--- src/rtl/mbrt_ram.sv ---
// ----------------------------------------------------------------------------
// Generic RAM
// One write port, one read port with registered read data.
// ----------------------------------------------------------------------------
`default_nettype none

module mbrt_ram #(
    parameter int WIDTH = 8,
    parameter int DEPTH = 16
) (
    input  wire logic                     i_clk,
    input  wire logic                     i_we,
    input  wire logic [$clog2(DEPTH)-1:0] i_waddr,
    input  wire logic [WIDTH-1:0]         i_wdata,
    input  wire logic [$clog2(DEPTH)-1:0] i_raddr,
    output logic      [WIDTH-1:0]         o_rdata
);

    logic [WIDTH-1:0] r_mem [DEPTH];

    always_ff @(posedge i_clk) begin
        if (i_we) begin
            r_mem[i_waddr] <= i_wdata;
        end
        o_rdata <= r_mem[i_raddr];
    end

endmodule

`default_nettype wire

--- config.mk ---
export PLATFORM = sky130hd
export DESIGN_NAME = mbrt_ram
export DESIGN_NICKNAME = d
export VERILOG_FILES = /design/src/rtl/mbrt_ram.sv
export SDC_FILE = /design/constraint.sdc
export NUM_CORES = 1
export LEC_CHECK = 0
export BUFFER_PORTS_ARGS = -buffer_cell sky130_fd_sc_hd__buf_2
export CORE_ASPECT_RATIO = 1.2
export CORE_UTILIZATION = 46
export CTS_BUF_LIST = sky130_fd_sc_hd__clkbuf_4
export CTS_CLUSTER_DIAMETER = 50
export DETAILED_ROUTE_END_ITERATION = 16
export HOLD_SLACK_MARGIN = 0.12
export PLACE_DENSITY = 0.73
export SETUP_SLACK_MARGIN = 0.15
export SLEW_MARGIN = 5
export SYNTH_ARGS = -nofsm -noshare
export SYNTH_HDL_FRONTEND = slang
export SYNTH_SLANG_ARGS = --single-unit
--- constraint.sdc ---
create_clock -name i_clk -period 4.8 [get_ports i_clk]
set_clock_uncertainty 0.15 [all_clocks]
set_input_delay 0.48 -clock i_clk [delete_from_list [all_inputs] [get_ports i_clk]]
set_output_delay 0.48 -clock i_clk [all_outputs]
set_load 0.1 [all_outputs]
==> flow_metrics.py <==
metrics = {
    "timing": {
        "fin_ws_ns": 2.64,
        "final_hold_viol_count": 0,
        "hold_ws_ns": 0.187,
        "period_share_pct": 44.9,
        "fin_tns_setup_ns": 0,
        "relSlewSlack_pct": 10.5,
        "rsz0062_at_grt": "no",
        "finalSetupViolCount": 0,
        "fin_crit_ns": 2.16,
        "worst_slew_pin_slew_ns": 1.33,
        "drv_slew": 0,
        "max_freq_mhz": 464,
    },
    "clocking": {
        "path_clk_slew_ns": 0.11,
        "clock_latency_ns": 0.52,
        "clockBufferDepth": 2,
        "cts_buffers": 17,
        "cts_resized": 0,
        "htree_num_levels": 4,
        "cts_tree": "yes",
        "cts_root_buffer": "clkbuf_4",
        "cts_hold_buf": 0,
        "cts_sinks": 136,
        "postCtsSetupRepairBufs": 0,
    },
    "logic_synthesis": {
        "syn_area_sq_mm": 0.00515,
        "synthTopCellsByCount": "edfxtp_1, mux4_2, a22oi_1, mux4_1, nor2_1",
        "synth_top_area_share_pct": 74.7,
        "yosys_warnings": 0,
        "synth.area.top_cells": "edfxtp_1, mux4_2, mux4_1",
        "synth-edff-count": 128,
        "ys_seq_elements": 136,
        "synth.distinct_cells": 19,
        "syn-num-nets": 247,
        "synthCells": 229,
        "seq_area_frac_synth_pct": 77.8,
        "syn_avg_cell_area_sq_um": 22.5,
        "synthFlopType": "edfxtp_1",
        "async_flop_share_pct": 0,
        "synth_top_area_cell": "edfxtp_1",
        "yosysMostFrequentCell": "edfxtp_1",
    },
    "setup_path": {
        "crit_arrival_ns": 2.13,
        "crit_path_end_kind": "flip-flop",
        "worst-path-max-fanout": 8,
        "start_kind": "primary input",
        "slowest_stage": "nor3_1",
        "slowest_delay_ns": 1.03,
        "path_buf_inv": 1,
        "path_cells": "buf_2 > or3b_2 > nor3_1",
        "critPathKind": "primary input to flip-flop",
        "required_ns": 4.78,
        "crit_family": "simple AND/OR/NAND/NOR gates",
    },
    "place": {
        "io_buffers": 25,
        "place_hpwl_um": 5620,
        "dpl.cell_count": 375,
        "routabilityCongestion": 0.734,
        "dpl_worst_slack_ns": 2.11,
    },
    "die": {
        "core_area_sq_mm": 0.0107,
        "fp.dieW_um": 98.6,
        "rows": 41,
        "die_h_um": 118,
        "die-area_sq_mm": 0.0116,
        "pin_count": 26,
        "initial_core_util_pct": 48.0,
    },
    "power_and_ir_drop": {
        "power_density_mw_per_mm2": 390,
        "p_leak_nw": 1.84,
        "ir_worst_vdd_v": 0.000242,
    },
    "global_routing": {
        "grt_overflow": 0,
        "grt_pass1_vias": 2567,
        "antenna_found_initial": 0,
        "grt_max_degree": 33,
        "grt_pass1_wl_um": 14300,
        "global_route.usage.total_pct": 17.8,
    },
    "finish": {
        "fillers": 820,
        "final_layout_size_suffix_gt1_share_pct": 27.7,
        "nNetsFinal": 283,
        "stdcell_count": 407,
        "syn_to_final_growth_pct": 9.50,
        "final_util_pct": 52.6,
        "num_antenna_cells": 0,
    },
    "min_path": {
        "worstHoldPathType": "primary input to flip-flop",
    },
    "routing": {
        "post_drt_wl_per_cell_um": 22.6,
        "drcViolationCount": 0,
        "firstDrtPassIters": 6,
        "dr.first_iter.drc_count": 203,
        "antenna_left": 0,
        "totalWireLength_um": 9200,
        "viasPerCell": 5.80,
        "routed-via-count": 2362,
    },
    "outcome": {
        "outcome": "finished clean",
    },
    "run": {
        "maxCapViolations": 0,
    },
}
[layout make-up]
class	instances	area (sq um)	share of cell area (%)
Clock buffer	18	135	2.40
Clock inverter	14	134	2.38
Multi-Input combinational cell	83	1060	18.8
Sequential cell	136	4000	71.0
Tap cell	129	161	2.86
Timing Repair Buffer	27	140	2.49
[state kept, by name (all words and copies together) (netlist names)]
register,count
o_rdata,8
r_mem,128
[kinds of logic (layout without fill, tap and decap cells)]
| kind of cell | Yosys count | after routing | share of synthesized area [%] |
|---|---|---|---|
| AO/OA/AOI/OAI | 16 | 16 | 2.33 |
| flip-flops | 136 | 136 | 77.8 |
| multiplexers | 32 | 32 | 15.0 |
| buffers and inverters | 10 | 59 | 1.68 |
| AND/OR/NAND/NOR | 35 | 35 | 3.18 |
[layer usage]
layer	wire length (um)	track usage (%)	up-vias
met5	0	0	-
met4	144	8.30	0
met3	486	5.34	10
met2	4690	28.5	81
met1	3870	22.2	1222
li1	-	-	1049
[final timing paths]
| check | cells after the start | start | end | slack (ns) |
|---|---|---|---|---|
| max | 3 | i_waddr[2] | r_mem[0][6]$_DFFE_PP_ | 2.64 |
| min | 1 | i_wdata[4] | r_mem[0][4]$_DFFE_PP_ | 0.19 |
| max reg2reg | 3 | r_mem[1][5]$_DFFE_PP_ | o_rdata[5]$_DFF_P_ | 3.27 |
| min reg2reg | 3 | r_mem[14][3]$_DFFE_PP_ | o_rdata[3]$_DFF_P_ | 0.54 |
[cell usage in the layout, fill, tap and decap left out]
master      instances
mux4_1             14
clkbuf_4           18
nor3_2              1
nand3b_1            2
buf_4               2
nor3_1              3
buf_2              25
bufinv_16           2
nor2b_1             1
nand2_1             9
clkinv_1            2
clkinv_4            1
edfxtp_1          128
nor2_1             13
nand2b_1            2
clkinvlp_4          5
and2b_1             1
nand3_1             1
dfxtp_1             8
or3b_2              1
and2_1              1
a22oi_1            16
clkinv_2            4
mux4_2             18
[metrics by stage]
stage	power (mW)	cell area, sq um
global placement	1.53	5370
detailed placement	1.53	5370
finish	2.20	5640
CTS	2.22	5640
global route	2.28	5640
floorplan	1.48	5150
[worst register-to-register path: stages (launching register included)]
cell      delay (ns)
edfxtp_1        0.38
mux4_1          0.52
a22oi_1         0.29
nand2_1         0.10
[power breakdown]
part           internal, mW  switching, mW  total, mW
Combinational        0.0475          0.125      0.172
Clock                 0.307          0.387      0.693
Sequential             1.33        0.00831       1.33
Total                  1.68          0.520       2.20
Power figures use the tool's default switching activity.
