## config.mk

```make
export PLATFORM = sky130hd
export DESIGN_NAME = mbrt_cell
export DESIGN_NICKNAME = d
export VERILOG_FILES = /design/src/rtl/mbrt_pkg.sv /design/src/rtl/mbrt_cell.sv
export SDC_FILE = /design/constraint.sdc
export NUM_CORES = 1
export LEC_CHECK = 0
export BUFFER_PORTS_ARGS = -buffer_cell sky130_fd_sc_hd__buf_2
export CAP_MARGIN = 15
export CORE_AREA = 2 2 182 184
export DETAILED_ROUTE_END_ITERATION = 16
export DIE_AREA = 0 0 184 186
export GPL_ROUTABILITY_DRIVEN = 0
export GPL_TIMING_DRIVEN = 1
export PLACE_DENSITY = 0.67
export SLEW_MARGIN = 10
export SYNTH_ARGS = -nofsm -noshare
export SYNTH_HDL_FRONTEND = slang
export SYNTH_SLANG_ARGS = --single-unit
```

## constraint.sdc

```tcl
create_clock -name i_clk -period 5.83 [get_ports i_clk]
set_input_delay 0.8745 -clock i_clk [delete_from_list [all_inputs] [get_ports i_clk]]
set_output_delay 0.8745 -clock i_clk [all_outputs]
set_load 0.01 [all_outputs]
```

## src/rtl/mbrt_pkg.sv

```systemverilog
// ----------------------------------------------------------------------------
// Memory block range table package
// Shared constants, status codes and the structs passed between the cells.
// ----------------------------------------------------------------------------
`default_nettype none

package mbrt_pkg;

    localparam int ADDR_BITS    = 52;
    localparam int END_BITS     = ADDR_BITS + 1;
    localparam int BLOCKS_DEF   = 128;
    localparam int NODES_DEF    = 64;
    localparam int STAT_W       = 3;

    localparam logic CMD_INSERT = 1'b0;
    localparam logic CMD_QUERY  = 1'b1;

    localparam logic [STAT_W-1:0] STAT_OK      = 3'd0;
    localparam logic [STAT_W-1:0] STAT_WARN    = 3'd1;
    localparam logic [STAT_W-1:0] STAT_MISMTCH = 3'd2;
    localparam logic [STAT_W-1:0] STAT_OVERLAP = 3'd3;
    localparam logic [STAT_W-1:0] STAT_INTERLV = 3'd4;
    localparam logic [STAT_W-1:0] STAT_FULL    = 3'd5;
    localparam logic [STAT_W-1:0] STAT_COVERED = 3'd6;
    localparam logic [STAT_W-1:0] STAT_UNCOVER = 3'd7;

    // Broadcast control and item data, same for every cell
    typedef struct packed {
        logic                eval;
        logic                shift;
        logic                commit;
        logic                cmd;
        logic [ADDR_BITS-1:0] start_a;
        logic [END_BITS-1:0]  end_a;
        logic [END_BITS-1:0]  lo;
        logic [END_BITS-1:0]  hi;
        logic                hot;
    } t_ctl;

    // One table slot as handed to the next cell
    typedef struct packed {
        logic [ADDR_BITS-1:0] start_a;
        logic [END_BITS-1:0]  end_a;
        logic                hot;
        logic                valid;
    } t_slot;

endpackage

`default_nettype wire

```

## src/rtl/mbrt_cell.sv

```systemverilog
// ----------------------------------------------------------------------------
// Range table cell
// Holds one slot, checks it against the current item, and takes part in the
// conflict scan shift and the sorted insert shift.
// ----------------------------------------------------------------------------
`default_nettype none

module mbrt_cell #(
    parameter int NW = 6
) (
    input  wire logic                        i_clk,
    input  wire logic                        i_rst_n,
    input  wire mbrt_pkg::t_ctl              i_ctl,
    input  wire logic [NW-1:0]               i_nd,
    input  wire mbrt_pkg::t_slot             i_prev,
    input  wire logic [NW-1:0]               i_prev_owner,
    input  wire logic                        i_prev_before,
    input  wire logic [mbrt_pkg::STAT_W-1:0] i_next_sk,
    input  wire logic [NW-1:0]               i_next_so,
    output mbrt_pkg::t_slot                  o_slot,
    output logic      [NW-1:0]               o_owner,
    output logic                             o_before,
    output logic      [mbrt_pkg::STAT_W-1:0] o_sk,
    output logic      [NW-1:0]               o_so
);

    logic [mbrt_pkg::ADDR_BITS-1:0] r_start;
    logic [mbrt_pkg::END_BITS-1:0]  r_end;
    logic [NW-1:0]                  r_owner;
    logic                           r_hot;
    logic                           r_valid;
    logic [mbrt_pkg::STAT_W-1:0]    r_sk;
    logic [NW-1:0]                  r_so;
    logic [mbrt_pkg::STAT_W-1:0]    w_kind;
    logic [mbrt_pkg::END_BITS-1:0]  w_bs;
    logic [mbrt_pkg::END_BITS-1:0]  w_ns;

    assign w_bs = {1'b0, r_start};
    assign w_ns = {1'b0, i_ctl.start_a};

    always_comb begin
        w_kind = mbrt_pkg::STAT_OK;
        if (r_valid) begin
            if (i_ctl.cmd == mbrt_pkg::CMD_QUERY) begin
                if (w_bs <= w_ns && r_end >= i_ctl.end_a && r_owner == i_nd) begin
                    w_kind = mbrt_pkg::STAT_COVERED;
                end
            end else if (w_bs != r_end) begin
                if (r_end > w_ns && w_bs < i_ctl.end_a) begin
                    if (r_owner == i_nd) begin
                        w_kind = (r_hot == i_ctl.hot) ? mbrt_pkg::STAT_WARN
                                                      : mbrt_pkg::STAT_MISMTCH;
                    end else begin
                        w_kind = mbrt_pkg::STAT_OVERLAP;
                    end
                end else if (r_owner != i_nd && w_bs >= i_ctl.lo && r_end <= i_ctl.hi) begin
                    w_kind = mbrt_pkg::STAT_INTERLV;
                end
            end
        end
    end

    // New item sorts ahead of this slot; empty slots always count as ahead
    assign o_before = r_valid ? (r_start > i_ctl.start_a ||
                                 (r_start == i_ctl.start_a && r_end > i_ctl.end_a))
                              : 1'b1;

    always_ff @(posedge i_clk) begin
        if (!i_rst_n) begin
            r_valid <= 1'b0;
        end else if (i_ctl.commit) begin
            if (i_prev_before) begin
                r_valid <= i_prev.valid;
            end else if (o_before) begin
                r_valid <= 1'b1;
            end
        end
    end

    always_ff @(posedge i_clk) begin
        if (i_ctl.commit) begin
            if (i_prev_before) begin
                r_start <= i_prev.start_a;
                r_end   <= i_prev.end_a;
                r_owner <= i_prev_owner;
                r_hot   <= i_prev.hot;
            end else if (o_before) begin
                r_start <= i_ctl.start_a;
                r_end   <= i_ctl.end_a;
                r_owner <= i_nd;
                r_hot   <= i_ctl.hot;
            end
        end
        if (i_ctl.eval) begin
            r_sk <= w_kind;
            r_so <= r_owner;
        end else if (i_ctl.shift) begin
            r_sk <= i_next_sk;
            r_so <= i_next_so;
        end
    end

    assign o_slot.start_a = r_start;
    assign o_slot.end_a   = r_end;
    assign o_slot.hot     = r_hot;
    assign o_slot.valid   = r_valid;
    assign o_owner        = r_owner;
    assign o_sk           = r_sk;
    assign o_so           = r_so;

endmodule

`default_nettype wire

```

==> parameters.txt, run 1 <==
Parameter                              Value

Run status
  Outcome    finished clean

Floorplanning
  Height of the die    186 µm
  I/O pin count    470
  Total number of placement rows    66
  Die footprint    around 34000 µm²
  Placeable Area    between 30000 and 40000 µm²
  Starting utilization of the core area    0.4079
  X dimension of the die    about 180 µm

CTS
  Num CTS Buffers    17
  Maximum buffer depth of the clock tree    2
  Clock latency at the later pin of the worst-skew pair    0.44 ns
  Post-CTS repair timing setup buffer count    0
  TritonCTS clock tree    done
  Post-CTS clock slew at the launch and capture registers of the worst setup and hold paths    0.06 ns
  Count of H-tree levels built during CTS    4
  Quantity of hold-fixing buffers added after cts    0
  Clk root buf    clkbuf_16
  Number of sinks handled by clock tree synthesis    122
  Post-cts resize count    0

Hold path
  Start point of the worst hold path    o_owner[5]
  Hold endpoint    o_so[5]
  Class of the most critical hold timing path    flop to flop
  Cell depth of the worst hold path    1

Global route
  Antenna violations before repair    1
  Overall global routing resource usage    0.2992
  Total overflow reported by the global router    0
  Vias in the first global route    13369
  Wire length of the first global-routing pass    around 76000 µm
  Largest net degree at the start of global routing    90

Yosys
  Flip-flop cell with the highest count after synthesis    edfxtp_1
  Number of cells produced by synthesis    1505
  FF+latch count, synth    122
  Sequential cell area fraction in the yosys report    0.2781
  Cell types occupying the most area after synthesis    ha_1, edfxtp_1, inv_1
  Cell taking the most area after synthesis    ha_1
  Synth top cells by count    ha_1, inv_1, nand2_1, o21ai_0, edfxtp_1
  Number of distinct standard cells referenced by the synthesized netlist    55
  Synth top area share    0.2981
  Most frequent cell after synthesis    ha_1
  Share of synthesized registers carrying an async set or reset    0
  Cell area after synthesis    13140 µm²
  Mean area per synthesized cell    8.729 µm²
  Post-synth net total    2165
  Number of warning messages in the yosys log    0
  Number of enable-type register cells in the synthesized netlist    121

Setup path
  CP Launch Type    input pin
  Maximum net fanout on the critical path    3
  Critical path capture point type    output port
  Worst path bufs/invs    3
  Category of the most critical setup path    input pin to output port
  Required time worst endpoint    4.96 ns
  End of the worst register-to-register path    r_end[22]
  Startpoint of the lowest-slack register-to-register path    r_start[6]
  Critical path arrival    3.70 ns
  Critical-path cell with the highest stage delay    nor4bb_1
  R2r setup slk    1.51 ns
  Depth of the worst register-to-register path    10
  Largest stage delay on the critical path    0.79 ns
  Cell occurring most often along the worst timing path    buf_2
  Critical path's top delay family    compound AO/OA/AOI/OAI gates
  Critical Path, Cell by Cell    buf_2 > inv_1 > ha_1 > and4_1 > nor4bb_1 > a21boi_1 > a2111o_1 > a221o_1 > o21ai_2 > o311ai_1 > buf_2

Placement
  IO buf count    roughly 470
  HPWL after DPL    between 40000 and 50000 µm
  Cell Area, Placed    approximately 16000 µm²
  Post-place setup slack    1.070 ns
  Placed cell count    2360

Timing
  Worst clock skew    ~0.011 ns
  Hold violation total from the final report    0
  Shortest clock period the worst path allows after layout    between 4 and 5 ns
  Total count of max-transition violations in the final report    0
  Slew HR    0.3533
  Actual transition at the worst max-transition pin    0.9700 ns
  Fin worst setup slack    approximately 1.3 ns
  Count of final setup violators    0
  Maximum operating frequency    0.2185 GHz
  Setup repair after global routing missed its margin    no
  Setup total negative slack    0 ns
  Final period util    0.7851

Drt
  DRT antenna net count    0
  Per-cell via count in the routed design    around 5.6
  Total detailed-routing wirelength    52010 µm
  Detailed-routing iteration count for the pre-antenna-repair pass    5
  Remaining routing DRC violations    0
  Routed wire length per instance    21.73 µm
  Detailed Route Iter0 Violations    approximately 790
  Routed via count    between 10000 and 15000

Power and ir drop
  Maximum ir drop on the vdd rail    0.0001947 V
  Clock network fraction of design power    0.349
  Combinational Power Share    0.303
  Flop pwr share    0.348
  Pwr Density    approximately 210 nW/µm²
  Switching share of power    0.3421
  Static Leak    8.566 nW
  Power dissipated by switching net loads    0.001173 W
  Cell-internal power    0.002256 W

Cells and area
  Ratio of cells with drive above 1 in the final layout    0.2636
  Area growth syn-to-layout    26.13%
  Final net count    2631
  Core occupancy in the finished layout    0.5145
  Non-filler cells in the finished layout    2393
  Area of all placed cells without fillers    about 17000 µm²

Job
  Total of max-cap violations    0
sequential cells by signal, summed over array words and instances (netlist names):
register and cells:
r_hot 1, r_end 53, r_start 52, r_valid 1, o_owner 6, o_sk 3, o_so 6
worst max path at each step:
| stage | start | endpoint | slack (ns) | depth (start not counted) |
|---|---|---|---|---|
| 2_1_floorplan | i_ctl[118] | o_owner[0] | 0.23 | 9 |
| 3_3_place_gp | i_ctl[171] | r_start[24] | 1.11 | 12 |
| 3_5_place_dp | i_ctl[171] | r_start[24] | 1.07 | 12 |
| 4_1_cts | r_start[6] | o_before | 1.29 | 9 |
| 5_1_grt | i_ctl[171] | o_before | 1.24 | 11 |
| 6_report | i_ctl[171] | o_before | 1.25 | 11 |
layout by cell type, fill, tap and decap left out, types with 15 or more instances in the layout:
cell,n
a21o_1,22
edfxtp_1,121
nor2_1,30
xnor2_1,40
inv_1,228
a21oi_1,114
nand4_1,63
nand3_1,32
buf_2,469
mux2_2,15
nand2_1,187
and4_1,17
ha_1,313
nor3_1,16
o21ai_0,153
clkbuf_16,17
final cells by class:
cell class,instances,area [µm²]
fill,3082,15640
multi-input combinational,1128,8527
sequential,122,3654
timing repair buffer,474,2389
inverter,228,855.8
tap,408,510.5
clock buffer,19,432.9
clock inverter,13,200.2
antenna,1,2.502
logic make-up after synthesis:
group           synth area share
mux                      0.01286
xor+xnor                 0.03333
simple gates              0.1390
flops                     0.2781
compound gates            0.1651
buf+inv                  0.07343
fa+ha+maj                 0.2981
stage by stage:
stage               power (W)  hold slack [ns]
floorplan            0.001754           0.5466
detailed placement   0.002234           0.6181
finish               0.003429           0.6482
global placement     0.002199           0.6217
CTS                  0.003434           0.6391
global route         0.003602           0.6654
worst register-to-register path, cell delays in order (launching register included):
cell and delay [ns]:
edfxtp_1 0.57, ha_1 0.39, and4_1 0.25, nor4bb_1 0.73
a21boi_1 0.38, a2111o_1 0.22, a221o_1 0.21, o21ai_2 0.10
o311ai_1 0.13, o21a_4 0.17, buf_4 0.72
metal layers:
| metal | vias up | share of wire | global-route usage |
|---|---|---|---|
| met5 | - | 0 | 0 |
| met4 | 0 | 0.038 | 0.1334 |
| met3 | 97 | 0.072 | 0.05204 |
| met2 | 621 | 0.48 | 0.5277 |
| met1 | 6216 | 0.41 | 0.3562 |
| li1 | 6422 | - | - |
power groups by stage:
stage	combinational, W	clock [W]	sequential (W)
2_1_floorplan	0.000570	0	0.00118
3_3_place_gp	0.000990	0	0.00121
3_5_place_dp	0.00102	0	0.00121
4_1_cts	0.00103	0.00121	0.00119
5_1_grt	0.00116	0.00124	0.00120
6_report	0.00104	0.00120	0.00119
(Power assumes the default switching activity.)
==> inputs of run 2 (changes only) <==
--- a/config.mk
+++ b/config.mk
@@ -5,14 +5,15 @@
 export SDC_FILE = /design/constraint.sdc
 export NUM_CORES = 1
 export LEC_CHECK = 0
+export ABC_AREA = 1
 export BUFFER_PORTS_ARGS = -buffer_cell sky130_fd_sc_hd__buf_2
 export CAP_MARGIN = 15
-export CORE_AREA = 2 2 182 184
+export CORE_AREA = 2 2 183 185
 export DETAILED_ROUTE_END_ITERATION = 16
-export DIE_AREA = 0 0 184 186
+export DIE_AREA = 0 0 185 187
 export GPL_ROUTABILITY_DRIVEN = 0
 export GPL_TIMING_DRIVEN = 1
-export PLACE_DENSITY = 0.67
+export PLACE_DENSITY = 0.7
 export SLEW_MARGIN = 10
 export SYNTH_ARGS = -nofsm -noshare
 export SYNTH_HDL_FRONTEND = slang
==> constraint.sdc (replaced) <==
create_clock -name i_clk -period 4.48 [get_ports i_clk]
set_input_delay 0.672 -clock i_clk [delete_from_list [all_inputs] [get_ports i_clk]]
set_output_delay 0.672 -clock i_clk [all_outputs]
set_load 0.01 [all_outputs]
==> run 2 against run 1 <==
Clock power grew 11%. Critical path depth is 2 higher. Via count rose by 14%. Critical path type is now flop to output port. Die area is 1.1% higher. Sequential cell count is the same. Power is 37% higher. Worst setup slack worse by 0.31 ns.
==> parameters.txt, run 2 <==
Parameter                              Value

CTS
  TritonCTS clock tree    done
  Clk root buf    clkbuf_16
  Num CTS Buffers    17 (unchanged)
  Count of H-tree levels built during CTS    4 (unchanged)
  Quantity of hold-fixing buffers added after cts    0 (unchanged)
  Post-CTS repair timing setup buffer count    0 (unchanged)
  Post-cts resize count    0 (unchanged)
  Post-CTS clock slew at the launch and capture registers of the worst setup and hold paths    0.06 ns (about the same)
  Number of sinks handled by clock tree synthesis    122 (unchanged)
  Maximum buffer depth of the clock tree    2 (unchanged)
  Clock latency at the later pin of the worst-skew pair    0.45 ns (about the same)

Timing
  Maximum operating frequency    roughly 0.28 GHz
  Minimum hold slack    0.4594 ns (-0.1888 ns)
  Worst clock skew    0.01143 ns (+0.0005266 ns)
  Setup repair after global routing missed its margin    no
  Hold violation total from the final report    0 (unchanged)
  Setup total negative slack    0 ns (unchanged)
  Shortest clock period the worst path allows after layout    3.534 ns
  Final period util    0.7889
  Actual transition at the worst max-transition pin    0.7844 ns (-0.1856 ns)
  Slew HR    0.4771 (+0.1237)
  Total count of max-transition violations in the final report    0 (unchanged)
  Count of final setup violators    0 (unchanged)

Yosys
  FF+latch count, synth    122 (unchanged)
  Most frequent cell after synthesis    nand2_1
  Number of warning messages in the yosys log    0 (unchanged)
  Cell area after synthesis    14260 µm² (+8.5%)
  Number of enable-type register cells in the synthesized netlist    121 (unchanged)
  Share of synthesized registers carrying an async set or reset    0 (unchanged)
  Number of cells produced by synthesis    1973 (+31%)
  Post-synth net total    2633 (+22%)
  Number of distinct standard cells referenced by the synthesized netlist    41 (-25%)
  Mean area per synthesized cell    7.226 µm² (-17%)
  Flip-flop cell with the highest count after synthesis    edfxtp_1
  Sequential cell area fraction in the yosys report    0.2563 (-0.02182)
  Cell types occupying the most area after synthesis    ha_1, edfxtp_1, nand2_1
  Synth top area share    0.2747 (-0.02339)
  Synth top cells by count    nand2_1, inv_1, ha_1, o21ai_0, a21oi_1
  Cell taking the most area after synthesis    ha_1

Setup path
  R2r setup slk    1.26 ns (-0.25 ns)
  Depth of the worst register-to-register path    12 (+2)
  Category of the most critical setup path    flop to output port
  Startpoint of the lowest-slack register-to-register path    r_start[43]
  Maximum net fanout on the critical path    5 (+2)
  Critical path arrival    2.86 ns (-0.84 ns)
  End of the worst register-to-register path    r_end[49]
  Required time worst endpoint    3.81 ns (-1.15 ns)
  Critical path capture point type    output port
  CP Launch Type    flop

Hold path
  Class of the most critical hold timing path    input pin to flop
  Start point of the worst hold path    i_rst_n
  Hold endpoint    r_valid
  Cell depth of the worst hold path    2 (+1)

Floorplanning
  Total number of placement rows    67 (+1.5%)
  Starting utilization of the core area    0.4338 (+0.02590)
  X dimension of the die    185 µm (+0.54%)
  I/O pin count    470 (unchanged)
  Placeable Area    32860 µm² (+2.0%)
  Die footprint    34600 µm² (+1.1%)
  Height of the die    187 µm (+0.54%)

Cells and area
  Leading cell type in the layout, fill and taps excluded    nand2_1
  Largest registers in the final layout    r_end x53, r_start x52
  Final net count    3097 (+18%)
  Most frequent cells in the layout    nand2_1, buf_2, inv_1, ha_1, o21ai_0
  Area growth syn-to-layout    24.04%
  Seq. cell area    3654 µm² (unchanged)
  Ratio of cells with drive above 1 in the final layout    0.2167 (-0.04687)
  Area used by multi-input combinational logic    9178 µm² (+7.6%)
  Core occupancy in the finished layout    0.5381 (+0.02358)
  Layout filler cell count    3215 (+4.3%)
  Number of flip-flops under the largest register name    53 (unchanged)
  Register with the most flip-flops    r_end

Power and ir drop
  Pwr Density    265.3 nW/µm² (+28%)
  Static Leak    9.907 nW (+16%)
  Total power    0.004691 W (+37%)
  Maximum ir drop on the vdd rail    0.0002620 V (+35%)

Global route
  Vias in the first global route    15018 (+12%)
  Total overflow reported by the global router    0 (unchanged)
  Antenna violations before repair    8 (+7)
  Wire length of the first global-routing pass    82460 µm (+8.2%)
  Overall global routing resource usage    0.3164 (+0.01726)
  Largest net degree at the start of global routing    113 (+26%)

Drt
  Remaining routing DRC violations    0 (unchanged)
  Detailed-routing iteration count for the pre-antenna-repair pass    7 (+2)
  Total detailed-routing wirelength    55330 µm (+6.4%)
  Routed wire length per instance    19.05 µm (-12%)
  Routed via count    15254 (+14%)
  DRT antenna net count    0 (unchanged)
  Detailed Route Iter0 Violations    1042 (+33%)
  Per-cell via count in the routed design    5.253 (-5.9%)

Placement
  IO buf count    469 (unchanged)
  HPWL after DPL    46760 µm (+7.9%)

Run status
  Outcome    finished clean

Job
  Total of max-cap violations    0 (unchanged)
## run 2: critical path: stages, from the launching register on
cell and delay [ns]:
edfxtp_1 0.54, ha_1 0.37, nand2_1 0.08, nor2_1 0.20, nand4_1 0.29, inv_1 0.12
nand3_1 0.07, nor2_1 0.18, nand3_1 0.13, inv_1 0.08, nor2_1 0.04, nand2_1 0.07
nand3_2 0.06, buf_2 0.18
## run 2: report_power, final
part / switching [W] / leakage (nW) / internal [W] / total (W)
clock network: 0.000570 / 0.253 / 0.000758 / 0.00133
registers: 0.000234 / 1.22 / 0.00141 / 0.00165
logic: 0.00104 / 8.43 / 0.000678 / 0.00172
## run 2: cell families (layout without fill, tap and decap cells)
logic type	after synthesis	count (layout)	share of synthesized area
AND/OR/NAND/NOR	804	804	0.2326
buffers and inverters	376	853	0.1005
AO/OA/AOI/OAI	338	338	0.1237
adder cells (fa/ha/maj)	313	313	0.2747
flip-flops	122	122	0.2563
XOR/XNOR	20	20	0.01229
other	0	6	0
## run 2: area by class of cell
class                      instances  share of cell area
clock buffer                      17             0.02406
clock inverter                    15            0.007217
sequential                       122              0.2066
tap                              448             0.03170
inverter                         349             0.07408
antenna                            6           0.0008491
multi-input combinational       1475              0.5190
timing repair buffer             472              0.1365
## run 2: routing by layer
layer / track usage / up-vias / routed length, µm
li1: - / 7438 / -
met1: 0.3889 / 6996 / 22980
met2: 0.5439 / 687 / 26580
met3: 0.04517 / 129 / 3307
met4: 0.1462 / 4 / 2437
met5: 0 / - / 26
## run 2: how the worst max path moves through the flow
stage / start / end / slack (ns) / cells past startpoint
3_5_place_dp: i_ctl[203] / r_end[50] / 1.02 / 14
5_1_grt: r_end[28] / o_before / 0.77 / 13
3_3_place_gp: i_ctl[203] / r_start[50] / 1.00 / 14
2_1_floorplan: i_ctl[151] / o_owner[0] / 0.80 / 14
4_1_cts: r_end[28] / o_before / 0.95 / 13
6_report: r_end[28] / o_before / 0.95 / 13
## run 2: per-stage QoR
step	instances	setup slack [ns]	area [µm²]
2_1_floorplan	1973	0.7990	14260
3_3_place_gp	2866	1.000	17120
3_5_place_dp	2866	1.016	17120
4_1_cts	2898	0.9529	17670
5_1_grt	2903	0.7695	17680
6_report	2904	0.9458	17680
==> inputs of run 3 (changes only) <==
--- a/config.mk
+++ b/config.mk
@@ -5,15 +5,15 @@
 export SDC_FILE = /design/constraint.sdc
 export NUM_CORES = 1
 export LEC_CHECK = 0
-export ABC_AREA = 1
+export ABC_AREA = 0
 export BUFFER_PORTS_ARGS = -buffer_cell sky130_fd_sc_hd__buf_2
 export CAP_MARGIN = 15
-export CORE_AREA = 2 2 183 185
+export CORE_AREA = 2 2 182 184
 export DETAILED_ROUTE_END_ITERATION = 16
-export DIE_AREA = 0 0 185 187
+export DIE_AREA = 0 0 184 186
 export GPL_ROUTABILITY_DRIVEN = 0
 export GPL_TIMING_DRIVEN = 1
-export PLACE_DENSITY = 0.7
+export PLACE_DENSITY = 0.67
 export SLEW_MARGIN = 10
 export SYNTH_ARGS = -nofsm -noshare
 export SYNTH_HDL_FRONTEND = slang
==> constraint.sdc (replaced) <==
create_clock -name i_clk -period 3.3 [get_ports i_clk]
set_input_delay 0.495 -clock i_clk [delete_from_list [all_inputs] [get_ports i_clk]]
set_output_delay 0.495 -clock i_clk [all_outputs]
set_load 0.01 [all_outputs]
==> run 3 against run 2 <==
The run now ends with negative setup slack left. Hold slack got worse by 0.11 ns. Clock skew rose by 0.0053 ns. Sequential share of layout area fell by 0.63 points. Die area fell by 1.1%. Sequential cell count did not move. Global-route usage fell by 0.61 points. Via count fell by 6.4%. Critical path depth fell by 4. Largest cell class unchanged.
==> parameters.txt, run 3 (synthesis results as in run 1) <==
Parameter                              Value

Cells and area
  Area used by multi-input combinational logic    8623 µm² (-6.0%)
  Layout filler cell count    3015 (-6.2%)
  Seq. cell area    3654 µm² (unchanged)
  Area growth syn-to-layout    38.84%
  Most frequent cells in the layout    buf_2, ha_1, inv_1, nand2_1, o21ai_0
  Final net count    2806 (-9.4%)
  Register with the most flip-flops    r_end
  Number of flip-flops under the largest register name    53 (unchanged)
  Leading cell type in the layout, fill and taps excluded    buf_2
  Ratio of cells with drive above 1 in the final layout    0.3284 (+0.1117)
  Largest registers in the final layout    r_end x53, r_start x52

Drt
  Remaining routing DRC violations    0 (unchanged)
  Detailed Route Iter0 Violations    904 (-13%)
  Total detailed-routing wirelength    55330 µm (unchanged)
  DRT antenna net count    0 (unchanged)
  Routed via count    14277 (-6.4%)
  Routed wire length per instance    21.52 µm (+13%)
  Detailed-routing iteration count for the pre-antenna-repair pass    6 (-1)
  Per-cell via count in the routed design    5.553 (+5.7%)

Power and ir drop
  Static Leak    9.510 nW (-4.0%)
  Pwr Density    338.7 nW/µm² (+28%)
  Combinational Power Share    0.370 (+0.004)
  Flop pwr share    0.320 (-0.031)
  Power dissipated by switching net loads    0.002182 W (+18%)
  Cell-internal power    0.003997 W (+40%)
  Switching share of power    0.3531 (-0.03987)
  Total power    0.006179 W (+32%)
  Clock network fraction of design power    0.310 (+0.027)
  Maximum ir drop on the vdd rail    0.0003398 V (+30%)

Timing
  Setup repair after global routing missed its margin    yes
  Final period util    1.080
  Total count of max-transition violations in the final report    0 (unchanged)
  Hold violation total from the final report    0 (unchanged)
  Maximum operating frequency    ~0.28 GHz
  Slew HR    0.5378 (+0.06078)
  Shortest clock period the worst path allows after layout    3.565 ns
  Worst clock skew    0.01674 ns (+0.005313 ns)
  Fin worst setup slack    -0.2654 ns (-1.211 ns)
  Actual transition at the worst max-transition pin    0.6874 ns (-0.09705 ns)
  Count of final setup violators    113 (+113)

CTS
  Clock latency at the later pin of the worst-skew pair    0.43 ns (-0.02 ns)
  Count of H-tree levels built during CTS    4 (unchanged)
  Maximum buffer depth of the clock tree    2 (unchanged)
  Num CTS Buffers    17 (unchanged)
  Number of sinks handled by clock tree synthesis    122 (unchanged)
  TritonCTS clock tree    done
  Post-CTS clock slew at the launch and capture registers of the worst setup and hold paths    0.06 ns (about the same)
  Clk root buf    clkbuf_16
  Quantity of hold-fixing buffers added after cts    0 (unchanged)

Setup path
  Required time worst endpoint    2.80 ns (-1.01 ns)
  Critical path arrival    3.07 ns (+0.21 ns)
  Depth of the worst register-to-register path    12 (unchanged)
  CP Launch Type    flop
  Category of the most critical setup path    flop to output port
  Critical path capture point type    output port
  Maximum net fanout on the critical path    2 (-3)

Global route
  Wire length of the first global-routing pass    79250 µm (-3.9%)
  Total overflow reported by the global router    0 (unchanged)
  Overall global routing resource usage    0.3103 (-0.006078)
  Antenna violations before repair    5 (-3)
  Largest net degree at the start of global routing    91 (-19%)
  Vias in the first global route    14052 (-6.4%)

Job
  Total of max-cap violations    0 (unchanged)

Floorplanning
  Die footprint    34220 µm² (-1.1%)
  X dimension of the die    184 µm (-0.54%)
  Placeable Area    32210 µm² (-2.0%)
  Starting utilization of the core area    0.4079 (-0.02590)
  Total number of placement rows    66 (-1.5%)
  Height of the die    186 µm (-0.53%)
  I/O pin count    470 (unchanged)

Placement
  HPWL after DPL    46000 µm (-1.6%)
  IO buf count    469 (unchanged)
  Post-place setup slack    -0.1783 ns (-1.194 ns)

Hold path
  Cell depth of the worst hold path    3 (+1)
  Class of the most critical hold timing path    input pin to flop

Run status
  Outcome    finished, violations left
  Failing checks    negative setup slack
==> run 3: changes by cell type in the layout (fill, tap and decap cells not counted), sizes merged, moves of 17 or more <==
cell / delta
buf: +169
inv: -120
nor2: -111
a21oi: -24
nand4: +34
xnor2: +34
nand2: -361
and4: +17
==> run 3: timing repair <==
action / CTS / global route
pin swaps: 7 / 4
setup buffers: 1 / 6
resized for setup: 5 / 19
setup endpoints to repair: 61 / 112
gates cloned: 0 / 11
==> run 3: power groups by stage <==
stage	registers, W	logic [W]	clock network [W]
floorplan	0.00209	0.00101	0
global placement	0.00200	0.00209	0
detailed placement	0.00201	0.00216	0
CTS	0.00198	0.00218	0.00192
global route	0.00199	0.00251	0.00199
finish	0.00198	0.00228	0.00191
==> run 3: metal layers <==
layer / vias to the layer above / global-route usage / part of all wire
li1: 6783 / - / -
met1: 6708 / 0.3778 / 0.40
met2: 675 / 0.5522 / 0.49
met3: 109 / 0.04167 / 0.071
met4: 2 / 0.1270 / 0.038
met5: - / 0 / 0.00020
==> run 3: critical path, cell delays in order (launching register included) <==
cell      delay [ns]
edfxtp_1        0.42
ha_1            0.31
and4_1          0.22
nor4bb_1        0.14
a21boi_1        0.14
a2111o_1        0.50
a221o_1         0.34
o21ai_2         0.20
o311ai_4        0.18
buf_2           0.19
==> run 3: layout make-up <==
type / instances / share of cell area
Antenna cell: 4 / 0.0005488
Tap cell: 408 / 0.02799
Clock buffer: 18 / 0.02353
Timing Repair Buffer: 649 / 0.2198
Clock inverter: 14 / 0.008163
Inverter: 228 / 0.04692
Multi-Input combinational cell: 1128 / 0.4728
Sequential cell: 122 / 0.2003
==> run 3: path summary, 6_finish.rpt <==
check | startpoint | end | slack (ns)
setup / recovery | r_start[6] | o_before | -0.27
hold / removal | i_rst_n | r_valid | 0.35
setup reg to reg | r_start[6] | r_end[18] | -0.23
hold reg to reg | o_owner[3] | o_so[3] | 0.65
==> run 3: metrics by stage <==
stage	TNS [ns]	util	hold slack, ns	instance area, µm²	cells
after global routing	-23.61	0.5663	0.3500	18240	2570
after CTS	-0.2762	0.5546	0.3320	17860	2550
final	-19.01	0.5664	0.3481	18240	2571
after floorplan	-2.162	-	0.5767	13180	1505
after detailed placement	-16.85	0.5352	0.6366	17240	2518
after global placement	-12.95	0.5352	0.6348	17240	2518
